**src/rtl/core/ctw_pkg.sv**
```systemverilog
package ctw_pkg;

  localparam int WordW    = 64;
  localparam int NumWords = 4;
  localparam int RangeW   = 32;
  localparam int SpanW    = RangeW + 1;
  localparam int MantW    = 52;
  localparam int HalfW    = MantW / 2;
  localparam int ProdW    = HalfW + SpanW;

  localparam logic [WordW-1:0] MantMask   = 64'h000F_FFFF_FFFF_FFFF;
  localparam logic [WordW-1:0] OneExpBits = 64'h3FF0_0000_0000_0000;

  // Shift-and-XOR recurrence constants, one entry per state word
  localparam int ShiftA [NumWords] = '{31, 19, 24, 21};
  localparam int ShiftB [NumWords] = '{45, 30, 48, 39};
  localparam int KeepK  [NumWords] = '{1, 6, 9, 17};
  localparam int ShiftC [NumWords] = '{18, 28, 7, 8};

  typedef enum logic {
    KIND_LOAD = 1'b0,
    KIND_DRAW = 1'b1
  } kind_t;

  typedef struct packed {
    logic             load;
    logic             draw;
    logic [1:0]       index;
    logic [WordW-1:0] value;
  } bank_cmd_t;

  // One Tausworthe step with constant shift amounts
  function automatic logic [WordW-1:0] taus_step(input logic [WordW-1:0] z,
                                                 input int unsigned a,
                                                 input int unsigned b,
                                                 input int unsigned k,
                                                 input int unsigned c);
    logic [WordW-1:0] keep;
    keep = {WordW{1'b1}} << k;
    return (((z << a) ^ z) >> b) ^ ((z & keep) << c);
  endfunction

  // Lift a seed word that sits below 2^k by adding 2^k
  function automatic logic [WordW-1:0] raise_floor(input logic [WordW-1:0] v,
                                                   input int unsigned k);
    logic [WordW-1:0] floor_bit;
    floor_bit = {{(WordW-1){1'b0}}, 1'b1} << k;
    if ((v >> k) == '0) begin
      return v | floor_bit;
    end
    return v;
  endfunction

endpackage

```
**src/rtl/core/ctw_word_bank.sv**
```systemverilog
module ctw_word_bank (
  input  logic                             clk,
  input  ctw_pkg::bank_cmd_t               cmd,
  output logic [ctw_pkg::WordW-1:0]        mix
);
  import ctw_pkg::*;

  logic [WordW-1:0] words   [NumWords];
  logic [WordW-1:0] stepped [NumWords];

  // Advance every word and fold the new words together
  always_comb begin
    mix = '0;
    for (int i = 0; i < NumWords; i++) begin
      stepped[i] = taus_step(words[i], ShiftA[i], ShiftB[i], KeepK[i], ShiftC[i]);
      mix        = mix ^ stepped[i];
    end
  end

  // Commit a draw, or store one seeded word
  always_ff @(posedge clk) begin
    for (int i = 0; i < NumWords; i++) begin
      if (cmd.draw) begin
        words[i] <= stepped[i];
      end else if (cmd.load && cmd.index == 2'(i)) begin
        words[i] <= raise_floor(cmd.value, KeepK[i]);
      end
    end
  end

endmodule

```
**config.mk**
```make
export PLATFORM = sky130hd
export DESIGN_NAME = ctw_word_bank
export DESIGN_NICKNAME = d
export VERILOG_FILES = /design/src/rtl/core/ctw_pkg.sv /design/src/rtl/core/ctw_word_bank.sv
export SDC_FILE = /design/constraint.sdc
export NUM_CORES = 1
export LEC_CHECK = 0
export BUFFER_PORTS_ARGS = -buffer_cell sky130_fd_sc_hd__buf_2
export CAP_MARGIN = 20
export CELL_PAD_IN_SITES_DETAIL_PLACEMENT = 0
export CELL_PAD_IN_SITES_GLOBAL_PLACEMENT = 1
export CORE_UTILIZATION = 41
export DETAILED_ROUTE_END_ITERATION = 10
export PLACE_DENSITY_LB_ADDON = 0.15
export SYNTH_ARGS = -nofsm -noshare
export SYNTH_HDL_FRONTEND = slang
export SYNTH_SLANG_ARGS = --single-unit
```
**constraint.sdc**
```tcl
create_clock -name clk -period 4.35 [get_ports clk]
set_input_delay 0.2175 -clock clk [delete_from_list [all_inputs] [get_ports clk]]
set_output_delay 0.2175 -clock clk [all_outputs]
set_load 0.05 [all_outputs]
```
# After elaboration in Yosys (flattened, before gate mapping)
# Memories as Yosys holds them, arrays and structs flattened.
# Cells that the tools add are included.
# totals
regBits	0
mem_count	1
inputBits	69
mem_bits_rw	256
# memory_table
name	words	width	rd	rd_ports_with_merged_regs	write_ports	line	source
words	4	64	4	0	4	ctw_word_bank.sv:8	logic [WordW-1:0] words [NumWords];
# classes
n_mux	46
n_bitwise	15
reduce_logical	9
n_eq_ne	3
# ops
operator	count
$mux 64	20
$xor 64x64->64	7
$logic_not 64->1	4
$xor 16x64->64	1
$xor 19x64->64	1
$xor 25x64->64	1
$xor 34x64->64	1
$mux 1	26
$eq 2x2->1 const B	2
$logic_and 1x1->1	4
$or 1x1->1	4
$eq 2x1->1 const B	1
$logic_not 2->1	1

# Depth between registers and ports, before layout
# logic_depth
word_depth	8
depth_mapped	7

# Least setup slack after synthesis
# OpenSTA, ideal clock, no wires.
# synth_timing
kind	input port to flip-flop
from	input cmd[64] (netlist bit)
to	memory words[0][10], enable pin
setup_time_ns	0.497
path_slack_ns	0.553
path_buffers	0
required_ns	3.853
path_stages	2
arrival_time_ns	3.300
cell_sequence	nand2b_1 o21bai_1
# synth_rtl
item	line	source
start, declared	ctw_word_bank.sv:3	input ctw_pkg::bank_cmd_t cmd,
end, declared	ctw_word_bank.sv:8	

==> flow_summary.json <==
{
  "antenna_cells": 0,
  "critical_path_required_ns": 4.13,
  "synth_edf_count": 223,
  "synth_flop_cell": "edfxtp_1",
  "postCtsHoldBufs": 1,
  "fin_hold_ws_ns": 0.0181,
  "setup_viol": 0,
  "synth.distinct_cells": 24,
  "synth_common_cells": "286 x nand2_1, 232 x xnor2_1, 223 x edfxtp_1",
  "synth-simple-area-share_pct": 12.8,
  "synth_xor_area_share_pct": 20.8,
  "die_w_um": 173,
  "overflow": 0,
  "drive_gt1_share_pct": 21.7,
  "setup_tns_ns": 0,
  "chipHeight_um": 173,
  "combinationalPowerShare_pct": 41.2,
  "critPathKind": "flip-flop to primary output",
  "yosys_warnings": 0,
  "cpMostUsedCell": "xnor2_1",
  "area_delta_synth_final_pct": 16.3,
  "crit_buf_inv": 1,
  "syn_area_um2": 12000,
  "min_path_type": "primary input to flip-flop",
  "worst_slack_ns": 1.62,
  "synth_compound_area_share_pct": 2.41,
  "synthAdderAreaFrac_pct": 0,
  "core_area_um2": 28800,
  "status": "finished, final reports clean",
  "p_sw_share_pct": 43.1,
  "syn_avg_cell_area_um2": 11.3,
  "ant_nets": 0,
  "slew_violations": 0,
  "clock-sinks": 223,
  "seqPwrFrac_pct": 34.6,
  "period_minus_slack_ns": 2.73,
  "p_sw_mw": 3.96,
  "netlist_instances": 1065,
  "ir_drop_mv": 0.387,
  "nets": 1267,
  "ys_seq_elements": 223,
  "internal_power_mw": 5.22,
  "vias_per_cell": 5.39,
  "power.clock.fraction_pct": 24.1,
  "top_register": "words",
  "drtPass1Iterations": 5,
  "synth_top_family_by_area": "XOR/XNOR gates",
  "synth_top_area_share_pct": 55.6,
  "io_buffer_count": 131,
  "clockBufferDepth": 3,
  "start_util_pct": 41.8,
  "max_freq_mhz": 367,
  "p_leak_nw": 5.32,
  "root_buffer": "clkbuf_16",
  "antenna_found_initial": 2,
  "critPathMaxStageDelay_ns": 0.69,
  "hold_viol": 0,
  "finalClockSkew_ns": 0.00861,
  "muxShareOfSynthArea_pct": 6.73,
  "slew_headroom_pct": 27.5,
  "arrival_ns": 2.51,
  "worst_pin_slew_ns": 1.09,
  "pre_cts_slack_ns": 1.80,
  "synth_top_cells_by_area": "edfxtp_1 56%, xnor2_1 17%, nand2_1 8.9%",
  "layoutNonFillerInstCount": 1601,
  "syn-num-nets": 1134,
  "htreeDepth": 1,
  "cp_top_family": "XOR/XNOR gates",
  "grt_setup_unrepaired": "no",
  "power_density_nw_per_um2": 655,
  "finalCritPeriodShare_pct": 62.7,
  "finalCoreUtilization_pct": 48.7,
  "io_pins": 133,
  "drc": 0,
  "first_iter_violations": 927,
  "place_congestion": 0.891,
  "grt_pass1_wl_mm": 60.5,
  "path_cells": "xor2_1 > xnor2_1 > xnor2_1 > buf_2",
  "crit_slowest_cell": "xor2_1",
  "clock_latency_ns": 0.54,
  "synthMostInstantiatedCell": "nand2_1",
  "rows": 62,
  "grt_pass1_vias": 8220,
  "clk_pin_slew_ns": 0.06,
  "synth_top_cell_by_area": "edfxtp_1",
  "async_reset_ff_share_pct": 0,
  "wl_per_cell_um": 27.4,
  "cts_buffers": 26,
  "post_cts_buffers": 0,
  "cts_tree": "built",
  "top_regs": "words x223",
  "cp_max_fo": 3,
  "totalWireLength_mm": 43.9,
  "dp.cells": 1552,
  "grtUsageTotal_pct": 28.9,
  "hpwlAfterDp_mm": 32.1,
  "yosysSeqAreaShare_pct": 55.6,
  "crit_path_start_kind": "flip-flop",
  "critPathCaptureType": "primary output",
  "max_cap_viol_count": 0,
  "post_cts_resized": 0,
  "die_area_um2": 30100,
  "largest_register_ffs": 223,
  "grt_max_degree": 85,
  "vias": 8624,
  "fill_cells": 2717
}
## layout make-up
cell class | count | area [um^2] | area share, %
clock buffer | 32 | 694 | 4.96
clock inverter | 15 | 149 | 1.06
inverter | 1 | 3.75 | 0.0268
multi-input combinational | 801 | 5200 | 37.2
sequential | 223 | 6700 | 47.8
tap | 384 | 480 | 3.43
timing repair buffer | 145 | 776 | 5.54
## cell families after synthesis
kind of cell,Yosys count
simple gates,390
xor+xnor,286
flops,223
mux,72
compound gates,53
buf+inv,41
## cells in the final DEF, fill, tap and decap left out, drive strengths merged
cell type,n
clkinvlp,1
o31a,3
nand2,286
nand2b,1
nand4b,2
o2bb2ai,1
nand4,3
nand3,1
dlygate4sd3,1
edfxtp,223
bufinv,3
xor2,54
nor2,74
o21bai,4
buf,144
mux2,72
and2,2
nor3b,1
nor4,15
nor3,4
or4,1
inv,1
clkinv,11
a21oi,45
xnor2,232
clkbuf,32
## layer usage
layer  GRT usage, %  part of all wire [%]  vias up
li1               -                     -     3869
met1           40.7                    43     4280
met2           45.0                    45      406
met3           5.07                   8.1       69
met4           9.66                   3.6        0
met5              0                     0        -
## path summary, 6_finish.rpt
check | cells past startpoint | endpoint | from | slack (ns)
setup / recovery | 4 | mix[1] | words[0][15]$_DFFE_PP_ | 1.62
hold reg to reg | 2 | words[0][22]$_DFFE_PP_ | words[0][4]$_DFFE_PP_ | 0.57
setup reg to reg | 3 | words[0][1]$_DFFE_PP_ | words[0][15]$_DFFE_PP_ | 2.77
hold / removal | 3 | words[0][46]$_DFFE_PP_ | cmd[46] | 0.02
## worst register-to-register path, stage by stage, from the launching register on
cell       delay [ns]
edfxtp_1         0.48
xor2_1           0.69
nor2_1           0.11
o2bb2ai_1        0.15
## power groups by stage
stage / combinational, mW / sequential [mW] / clock [mW]
floorplan: 2.88 / 3.02 / 0
global placement: 3.77 / 3.21 / 0
detailed placement: 3.78 / 3.21 / 0
CTS: 3.80 / 3.17 / 2.23
global route: 3.96 / 3.19 / 2.29
finish: 3.78 / 3.18 / 2.21
## metrics by stage
stage	power, mW	instance area [um^2]
after floorplan	5.91	12000
after global placement	6.98	13100
after detailed placement	6.98	13100
after CTS	9.19	14000
after global routing	9.44	14000
final	9.17	14000
Power figures use the tool's default switching activity.
