### src/rtl/core/ctw_pkg.sv
package ctw_pkg;

  localparam int WordW    = 64;
  localparam int NumWords = 4;
  localparam int RangeW   = 32;
  localparam int SpanW    = RangeW + 1;
  localparam int MantW    = 52;
  localparam int HalfW    = MantW / 2;
  localparam int ProdW    = HalfW + SpanW;

  localparam logic [WordW-1:0] MantMask   = 64'h000F_FFFF_FFFF_FFFF;
  localparam logic [WordW-1:0] OneExpBits = 64'h3FF0_0000_0000_0000;

  // Shift-and-XOR recurrence constants, one entry per state word
  localparam int ShiftA [NumWords] = '{31, 19, 24, 21};
  localparam int ShiftB [NumWords] = '{45, 30, 48, 39};
  localparam int KeepK  [NumWords] = '{1, 6, 9, 17};
  localparam int ShiftC [NumWords] = '{18, 28, 7, 8};

  typedef enum logic {
    KIND_LOAD = 1'b0,
    KIND_DRAW = 1'b1
  } kind_t;

  typedef struct packed {
    logic             load;
    logic             draw;
    logic [1:0]       index;
    logic [WordW-1:0] value;
  } bank_cmd_t;

  // One Tausworthe step with constant shift amounts
  function automatic logic [WordW-1:0] taus_step(input logic [WordW-1:0] z,
                                                 input int unsigned a,
                                                 input int unsigned b,
                                                 input int unsigned k,
                                                 input int unsigned c);
    logic [WordW-1:0] keep;
    keep = {WordW{1'b1}} << k;
    return (((z << a) ^ z) >> b) ^ ((z & keep) << c);
  endfunction

  // Lift a seed word that sits below 2^k by adding 2^k
  function automatic logic [WordW-1:0] raise_floor(input logic [WordW-1:0] v,
                                                   input int unsigned k);
    logic [WordW-1:0] floor_bit;
    floor_bit = {{(WordW-1){1'b0}}, 1'b1} << k;
    if ((v >> k) == '0) begin
      return v | floor_bit;
    end
    return v;
  endfunction

endpackage

### src/rtl/core/ctw_range_pipe.sv
module ctw_range_pipe (
  input  logic                              clk,
  input  logic                              rst,
  input  logic                              in_valid,
  output logic                              in_ready,
  input  logic [ctw_pkg::WordW-1:0]         mix,
  input  logic signed [ctw_pkg::RangeW-1:0] lo,
  input  logic signed [ctw_pkg::RangeW-1:0] hi,
  output logic                              out_valid,
  input  logic                              out_ready,
  output logic [ctw_pkg::WordW-1:0]         raw_bits,
  output logic [ctw_pkg::WordW-1:0]         unit_double_bits,
  output logic signed [ctw_pkg::RangeW-1:0] ranged_value
);
  import ctw_pkg::*;

  logic              s1_valid;
  logic [WordW-1:0]  s1_raw;
  logic [RangeW-1:0] s1_lo;
  logic [SpanW-1:0]  s1_span;

  logic              s2_valid;
  logic [WordW-1:0]  s2_raw;
  logic [RangeW-1:0] s2_lo;
  logic [ProdW-1:0]  s2_prod_hi;
  logic [ProdW-1:0]  s2_prod_lo;

  logic              s3_valid;
  logic [WordW-1:0]  s3_raw;
  logic [RangeW-1:0] s3_lo;
  logic [RangeW-1:0] s3_q;

  logic              en_out, en3, en2, en1;
  logic [SpanW-1:0]  span_in;
  logic [ProdW-1:0]  prod_hi, prod_lo;
  logic [ProdW:0]    q_sum;

  // Each stage moves when the one after it has room
  assign en_out   = !out_valid || out_ready;
  assign en3      = !s3_valid || en_out;
  assign en2      = !s2_valid || en3;
  assign en1      = !s1_valid || en2;
  assign in_ready = en1;

  // Span in 33 bits, wrapping
  assign span_in = {hi[RangeW-1], hi} - {lo[RangeW-1], lo} + SpanW'(1);

  // Split the mantissa into halves for two narrow products
  assign prod_hi = {{SpanW{1'b0}}, s1_raw[MantW-1:HalfW]} * {{HalfW{1'b0}}, s1_span};
  assign prod_lo = {{SpanW{1'b0}}, s1_raw[HalfW-1:0]} * {{HalfW{1'b0}}, s1_span};

  // Recombine the partial products and drop 52 fraction bits
  assign q_sum = {1'b0, s2_prod_hi} + (ProdW+1)'(s2_prod_lo >> HalfW);

  // Advance stage valid bits
  always_ff @(posedge clk) begin
    if (rst) begin
      s1_valid  <= 1'b0;
      s2_valid  <= 1'b0;
      s3_valid  <= 1'b0;
      out_valid <= 1'b0;
    end else begin
      if (en1)    s1_valid  <= in_valid;
      if (en2)    s2_valid  <= s1_valid;
      if (en3)    s3_valid  <= s2_valid;
      if (en_out) out_valid <= s3_valid;
    end
  end

  // Advance stage payloads
  always_ff @(posedge clk) begin
    if (en1) begin
      s1_raw  <= mix;
      s1_lo   <= lo;
      s1_span <= span_in;
    end
    if (en2) begin
      s2_raw     <= s1_raw;
      s2_lo      <= s1_lo;
      s2_prod_hi <= prod_hi;
      s2_prod_lo <= prod_lo;
    end
    if (en3) begin
      s3_raw <= s2_raw;
      s3_lo  <= s2_lo;
      s3_q   <= q_sum[HalfW+RangeW-1:HalfW];
    end
    if (en_out) begin
      raw_bits         <= s3_raw;
      unit_double_bits <= (s3_raw & MantMask) | OneExpBits;
      ranged_value     <= s3_lo + s3_q;
    end
  end

  a_unit_exp: assert property (@(posedge clk) disable iff (rst)
    out_valid |-> unit_double_bits[WordW-1:MantW] == OneExpBits[WordW-1:MantW])
    else $error("unit double exponent is wrong");

  a_unit_mant: assert property (@(posedge clk) disable iff (rst)
    out_valid |-> unit_double_bits[MantW-1:0] == raw_bits[MantW-1:0])
    else $error("unit double mantissa does not match raw bits");

  a_s3_hold: assert property (@(posedge clk) disable iff (rst)
    s3_valid && !en_out |=> s3_valid && $stable(s3_q))
    else $error("stalled stage lost its request");

endmodule

### config.mk
export PLATFORM = sky130hd
export DESIGN_NAME = ctw_range_pipe
export DESIGN_NICKNAME = d
export VERILOG_FILES = /design/src/rtl/core/ctw_pkg.sv /design/src/rtl/core/ctw_range_pipe.sv
export SDC_FILE = /design/constraint.sdc
export NUM_CORES = 2
export LEC_CHECK = 0
export BUFFER_PORTS_ARGS = -buffer_cell sky130_fd_sc_hd__buf_2
export CAP_MARGIN = 10
export CORE_MARGIN = 5
export CORE_UTILIZATION = 40
export CTS_BUF_LIST = sky130_fd_sc_hd__clkbuf_2
export CTS_CLUSTER_SIZE = 12
export DETAILED_ROUTE_END_ITERATION = 6
export PLACE_DENSITY = 0.64
export RECOVER_POWER = 100
export SLEW_MARGIN = 20
export SYNTH_ARGS = -nofsm -noshare
export SYNTH_HDL_FRONTEND = slang
export SYNTH_SLANG_ARGS = --single-unit
### constraint.sdc
create_clock -name clk -period 6.8 [get_ports clk]
set_input_delay 1.02 -clock clk [delete_from_list [all_inputs] [get_ports clk]]
set_output_delay 1.02 -clock clk [all_outputs]
set_load 0.005 [all_outputs]
[Yosys cells after proc, flatten, opt, wreduce, memory -nomap -nowiden]
Index checks and enable logic that the tools add are counted.
Storage, ports and cells
  output and inout port bits: 162
  word-level logic and storage cells: 31
  input bits: 132
  bits in registers: 622
Operators by class
  reduce and logical (&&, ||, !) cells: 8
  add/subtract/negate cells: 4
  multipliers: 2
Operators with widths (number)
  26-bit by 33-bit multiplier with 59-bit output: 1
  58-bit by 33-bit adder with 58-bit output: 1
  26-bit by 33-bit multiplier with 58-bit output: 1
  33-bit by 1-bit adder with 33-bit output (second input constant): 1
  32-bit by 32-bit subtractor with 33-bit output: 1
  32-bit adder: 1
  1-bit logical NOT: 4
  1-bit logical OR: 4

[Longest topological paths before layout]
  word-level depth: 5
  depth in mapped cells: 28
  mapped depth without buffers: 26

[Least setup slack after synthesis]
Ideal clock, no wire load.
  kind: register -> register
  start point: reg s1_raw[5]
  end point: reg s2_prod_lo[40] (data pin)
  period minus slack after synthesis: 7.064 ns
  cell stages (with the launch flop): 26
  buffers on the path: 1
  data arrival time: 6.802 ns
  setup slack: -0.264 ns
  cells stage by stage: edfxtp_1 clkbuf_1 nand2_1 fa_1 inv_1 fa_1 inv_1 fa_1 fa_1 inv_1 fa_1 fa_1 inv_1 fa_1 inv_1 ha_1 a22o_1 or3_1 a311oi_2 o22ai_1 a2111oi_2 o31a_4 o21ai_2 a21oi_1 o21bai_1 xor2_1
On the way
  longest elaborated chain between the ends: 1
RTL lines
  start, declared: RTL line ctw_range_pipe.sv:18  | logic [WordW-1:0] s1_raw;
  start signal, assigned: RTL line ctw_range_pipe.sv:73  | s1_raw <= mix;
  26-bit by 33-bit multiplier with 59-bit output: RTL line ctw_range_pipe.sv:50  | assign prod_lo = {{SpanW{1'b0}}, s1_raw[HalfW-1:0]} * {{HalfW{1'b0}}, s1_span};
  net prod_lo[40]: RTL line ctw_range_pipe.sv:35  | logic [ProdW-1:0] prod_hi, prod_lo;
  end signal, assigned: RTL line ctw_range_pipe.sv:81  | s2_prod_lo <= prod_lo;
  end, declared: RTL line ctw_range_pipe.sv:26  | logic [ProdW-1:0] s2_prod_lo;
The timed path passes the listed nets, and every way through them passes these cells.
A chain may end at the register's enable or synchronous reset.

[Worst setup path after layout]
  start point: reg s1_span[7]
  end point: reg s2_prod_lo[57] (data pin)
On the way
  longest elaborated chain between the ends: 1
RTL lines
  start, declared: RTL line ctw_range_pipe.sv:20  | logic [SpanW-1:0] s1_span;
  start signal, assigned: RTL line ctw_range_pipe.sv:75  | s1_span <= span_in;
  26-bit by 33-bit multiplier with 59-bit output: RTL line ctw_range_pipe.sv:50
  net prod_lo[57]: RTL line ctw_range_pipe.sv:35
The timed path passes the listed nets, and every way through them passes these cells.

==> flow_summary.yaml <==
run_status:
  violations: "capacitance limit, slew limit, setup timing"
  status: "finished with violations"
detailed_routing:
  vias: 53700
  drt_first_pass_iters: 5
  drt-total-wl_mm: 211
  postRouteAntennaNets: 0
  viasPerCell: 4.97
  drtIter0Drc: 3057
  drc: 0
  wire_per_inst_um: 19.6
sta:
  drv_slew: 592
  skew_ns: 0.147
  holdWs_ns: 0.213
  min_period_ns: 7.43
  setup_violations: 60
  rsz0062_at_grt: "yes"
  setup_tns_ns: -23.48
  clock.fmax_mhz: 135
  post-route-period-util_pct: 109
  hold_violations: 0
  max_slew.worst_pin.slew_ns: 3.46
  maxSlewHeadroom_pct: -131
  setup_slack_ns: -0.627
worst_setup_path:
  critPathMaxFanout: 14
  endpoint: "s2_prod_lo[57]$_DFFE_PP_"
  r2r-start: "s1_span[7]$_DFFE_PP_"
  reg2regPathDepth: 29
  reg2reg_slack_ns: -0.63
  cp.arrival_ns: 8.74
  slowest_stage: "fa_1"
  startpoint_type: "flip-flop"
  crit_type: "flip-flop to flip-flop"
  startpoint: "s1_span[7]$_DFFE_PP_"
  timing.rr.end: "s2_prod_lo[57]$_DFFE_PP_"
  end_kind: "flip-flop"
  crit_top_cell: "fa_1"
  slowest_delay_ns: 0.52
  critPathRequiredTime_ns: 8.12
die:
  core-area_mm2: 0.188
  start_util_pct: 40.3
  fp.dieW_um: 445
  die_h_um: 445
  core.rowCount: 159
  die_area_mm2: 0.198
  ios: 294
global_route:
  grt_max_degree: 142
  grt_pass1_vias: 58800
  overflow: 0
  grt_antenna_before_repair: 13
  grt_usage_pct: 21.7
  grt_pass1_wl_mm: 333
cts:
  cts_sinks: 544
  clk_path_buf_depth: 3
  cts_made_buffers: 152
  root_buffer: "clkbuf_2"
  h-tree-depth: 4
  cts_tree: "built"
  insertion_delay_ns: 1.59
  clkTransAtPathRegs_ns: 0.10
yosys:
  synth_top_area_share_pct: 39.2
  syn_area_per_cell_um2: 10.3
  netlist_instances: 7334
  synth-seq-area-share_pct: 21.5
  async_flop_share_pct: 0
  synth_edf_count: 540
  synthTopCellsByArea: "fa_1 39%, edfxtp_1 21%, ha_1 8.5%"
  ys_seq_elements: 544
  ys_types: 87
  synth_area_leader_cell: "fa_1"
  syn_area_mm2: 0.0757
  yosysWarnings: 0
  synth_flop_cell: "edfxtp_1"
final_layout:
  fin_nets: 10300
  fillers: 17300
  drive_gt1_share_pct: 16.8
  stdcell_count: 10800
  area_delta_synth_final_pct: 17.8
  final_util_pct: 47.4
place:
  dp_hpwl_mm: 171
  placed_cells: 10300
  portBuffers: 281
  globalplace.congestion: 0.931
job:
  drv_cap: 12
min_path:
  hp-class: "primary input to flip-flop"
[flip-flops by register name, summed over array words and instances (netlist names), 33 cells and up]
name / cells
s1_span: 33
s2_raw: 64
s2_prod_lo: 33
s2_prod_hi: 58
raw_bits: 64
s3_raw: 64
s1_raw: 64
[what timing repair did]
| action | 4_1_cts | 5_1_grt |
|---|---|---|
| hold buffers | 128 | 0 |
| endpoints found under the setup margin | 67 | 68 |
| resized for setup | 277 | 180 |
| setup buffers | 59 | 51 |
| pin swaps | 209 | 170 |
| endpoints found under the hold margin | 107 | 0 |
| gates cloned | 4 | 0 |
[synthesized netlist by cell type (all sizes together) (4+ instances only)]
cell and instances:
o21a 26, a2111oi 4, a31oi 18, nor2b 12, clkbuf 342, nand2b 27, a211oi 16, or2 10
a21oi 146, nor2 109, fa 1484, nand4 24, xnor2 123, o31ai 6, nand2 880, dfxtp 4
a211o 4, a311oi 6, xor2 49, o21bai 19, edfxtp 540, and3 36, a31o 4, a221oi 4
o21ai 79, o31a 4, a21o 80, o211ai 10, nor4 4, or3 10, and2 928, o311ai 5
buf 66, nand3 36, ha 513, inv 1619, nor3 30, o22ai 4, and4 8
[layer usage]
metal | global-route usage, % | vias to the layer above | wire length (µm)
met3 | 3.38 | 393 | 12400
li1 | - | 23800 | -
met2 | 36.9 | 1681 | 104000
met5 | 0 | - | 34
met4 | 8.45 | 4 | 9160
met1 | 27.8 | 27800 | 85800
[layout by cell type, fill, tap and decap left out, types with 95 or more instances in the layout]
cell type      Yosys  final
fa_1            1484   1429
buf_12             0     95
inv_1           1619   1567
buf_4             64    477
clkbuf_1         342    129
nand2_1          880    862
ha_1             513    483
dlygate4sd3_1      0    128
xnor2_1          123    116
edfxtp_1         540    540
clkbuf_2           0    203
and2_1           928    892
a21oi_1          144    113
buf_2              1    167
[per-stage QoR]
stage,area [µm²],setup slack (ns)
floorplan,76100,-0.000961
global placement,84200,-0.770
detailed placement,84200,-0.763
CTS,88600,-0.646
global route,89200,-0.824
finish,89200,-0.627
[worst min path at each step]
stage,startpoint,to,slack [ns],cells past startpoint
after global placement,s2_raw[61]$_DFFE_PP_,s3_raw[61]$_DFFE_PP_,0.40,0
after detailed placement,s3_raw[61]$_DFFE_PP_,raw_bits[61]$_DFFE_PP_,0.40,0
after CTS,hi[28],s1_span[29]$_DFFE_PP_,0.0006,4
after floorplan,s3_raw[0]$_DFFE_PP_,raw_bits[0]$_DFFE_PP_,0.40,0
after global routing,lo[30],s1_lo[30]$_DFFE_PP_,0.02,2
final,mix[57],s1_raw[57]$_DFFE_PP_,0.21,2
[cell type report]
| cell class | count | area (µm²) | share of cell area, % |
|---|---|---|---|
| antenna | 13 | 32.5 | 0.0365 |
| clock buffer | 200 | 1000 | 1.12 |
| clock inverter | 61 | 377 | 0.422 |
| inverter | 1619 | 6080 | 6.82 |
| multi-input combinational | 4773 | 53100 | 59.5 |
| sequential | 544 | 16300 | 18.3 |
| tap | 2495 | 3120 | 3.50 |
| timing repair buffer | 1091 | 9180 | 10.3 |
[kinds of logic (layout without fill, tap and decap cells)]
family          after synthesis  count (layout)  share of synthesized area (%)
flops                       544             544                           21.5
xor+xnor                    172             172                           1.99
compound gates              468             468                           4.17
fa+ha+maj                  1997            1997                           47.7
simple gates               2124            2124                           14.2
other cells                   2              25                        0.00992
buf+inv                    2027            2971                           10.4
[worst max-delay path, delay by kind of cell, from the launching register on]
family / cells / cell delay, ns
buf+inv: 10 / 1.16
fa+ha+maj: 8 / 3.76
simple gates: 3 / 0.44
compound gates: 7 / 1.41
flops: 1 / 0.41
xor+xnor: 1 / 0.09
Power is left out: the tool's default activity adds up to more than one toggle a clock period on the data nets, which glitch-free logic cannot reach.
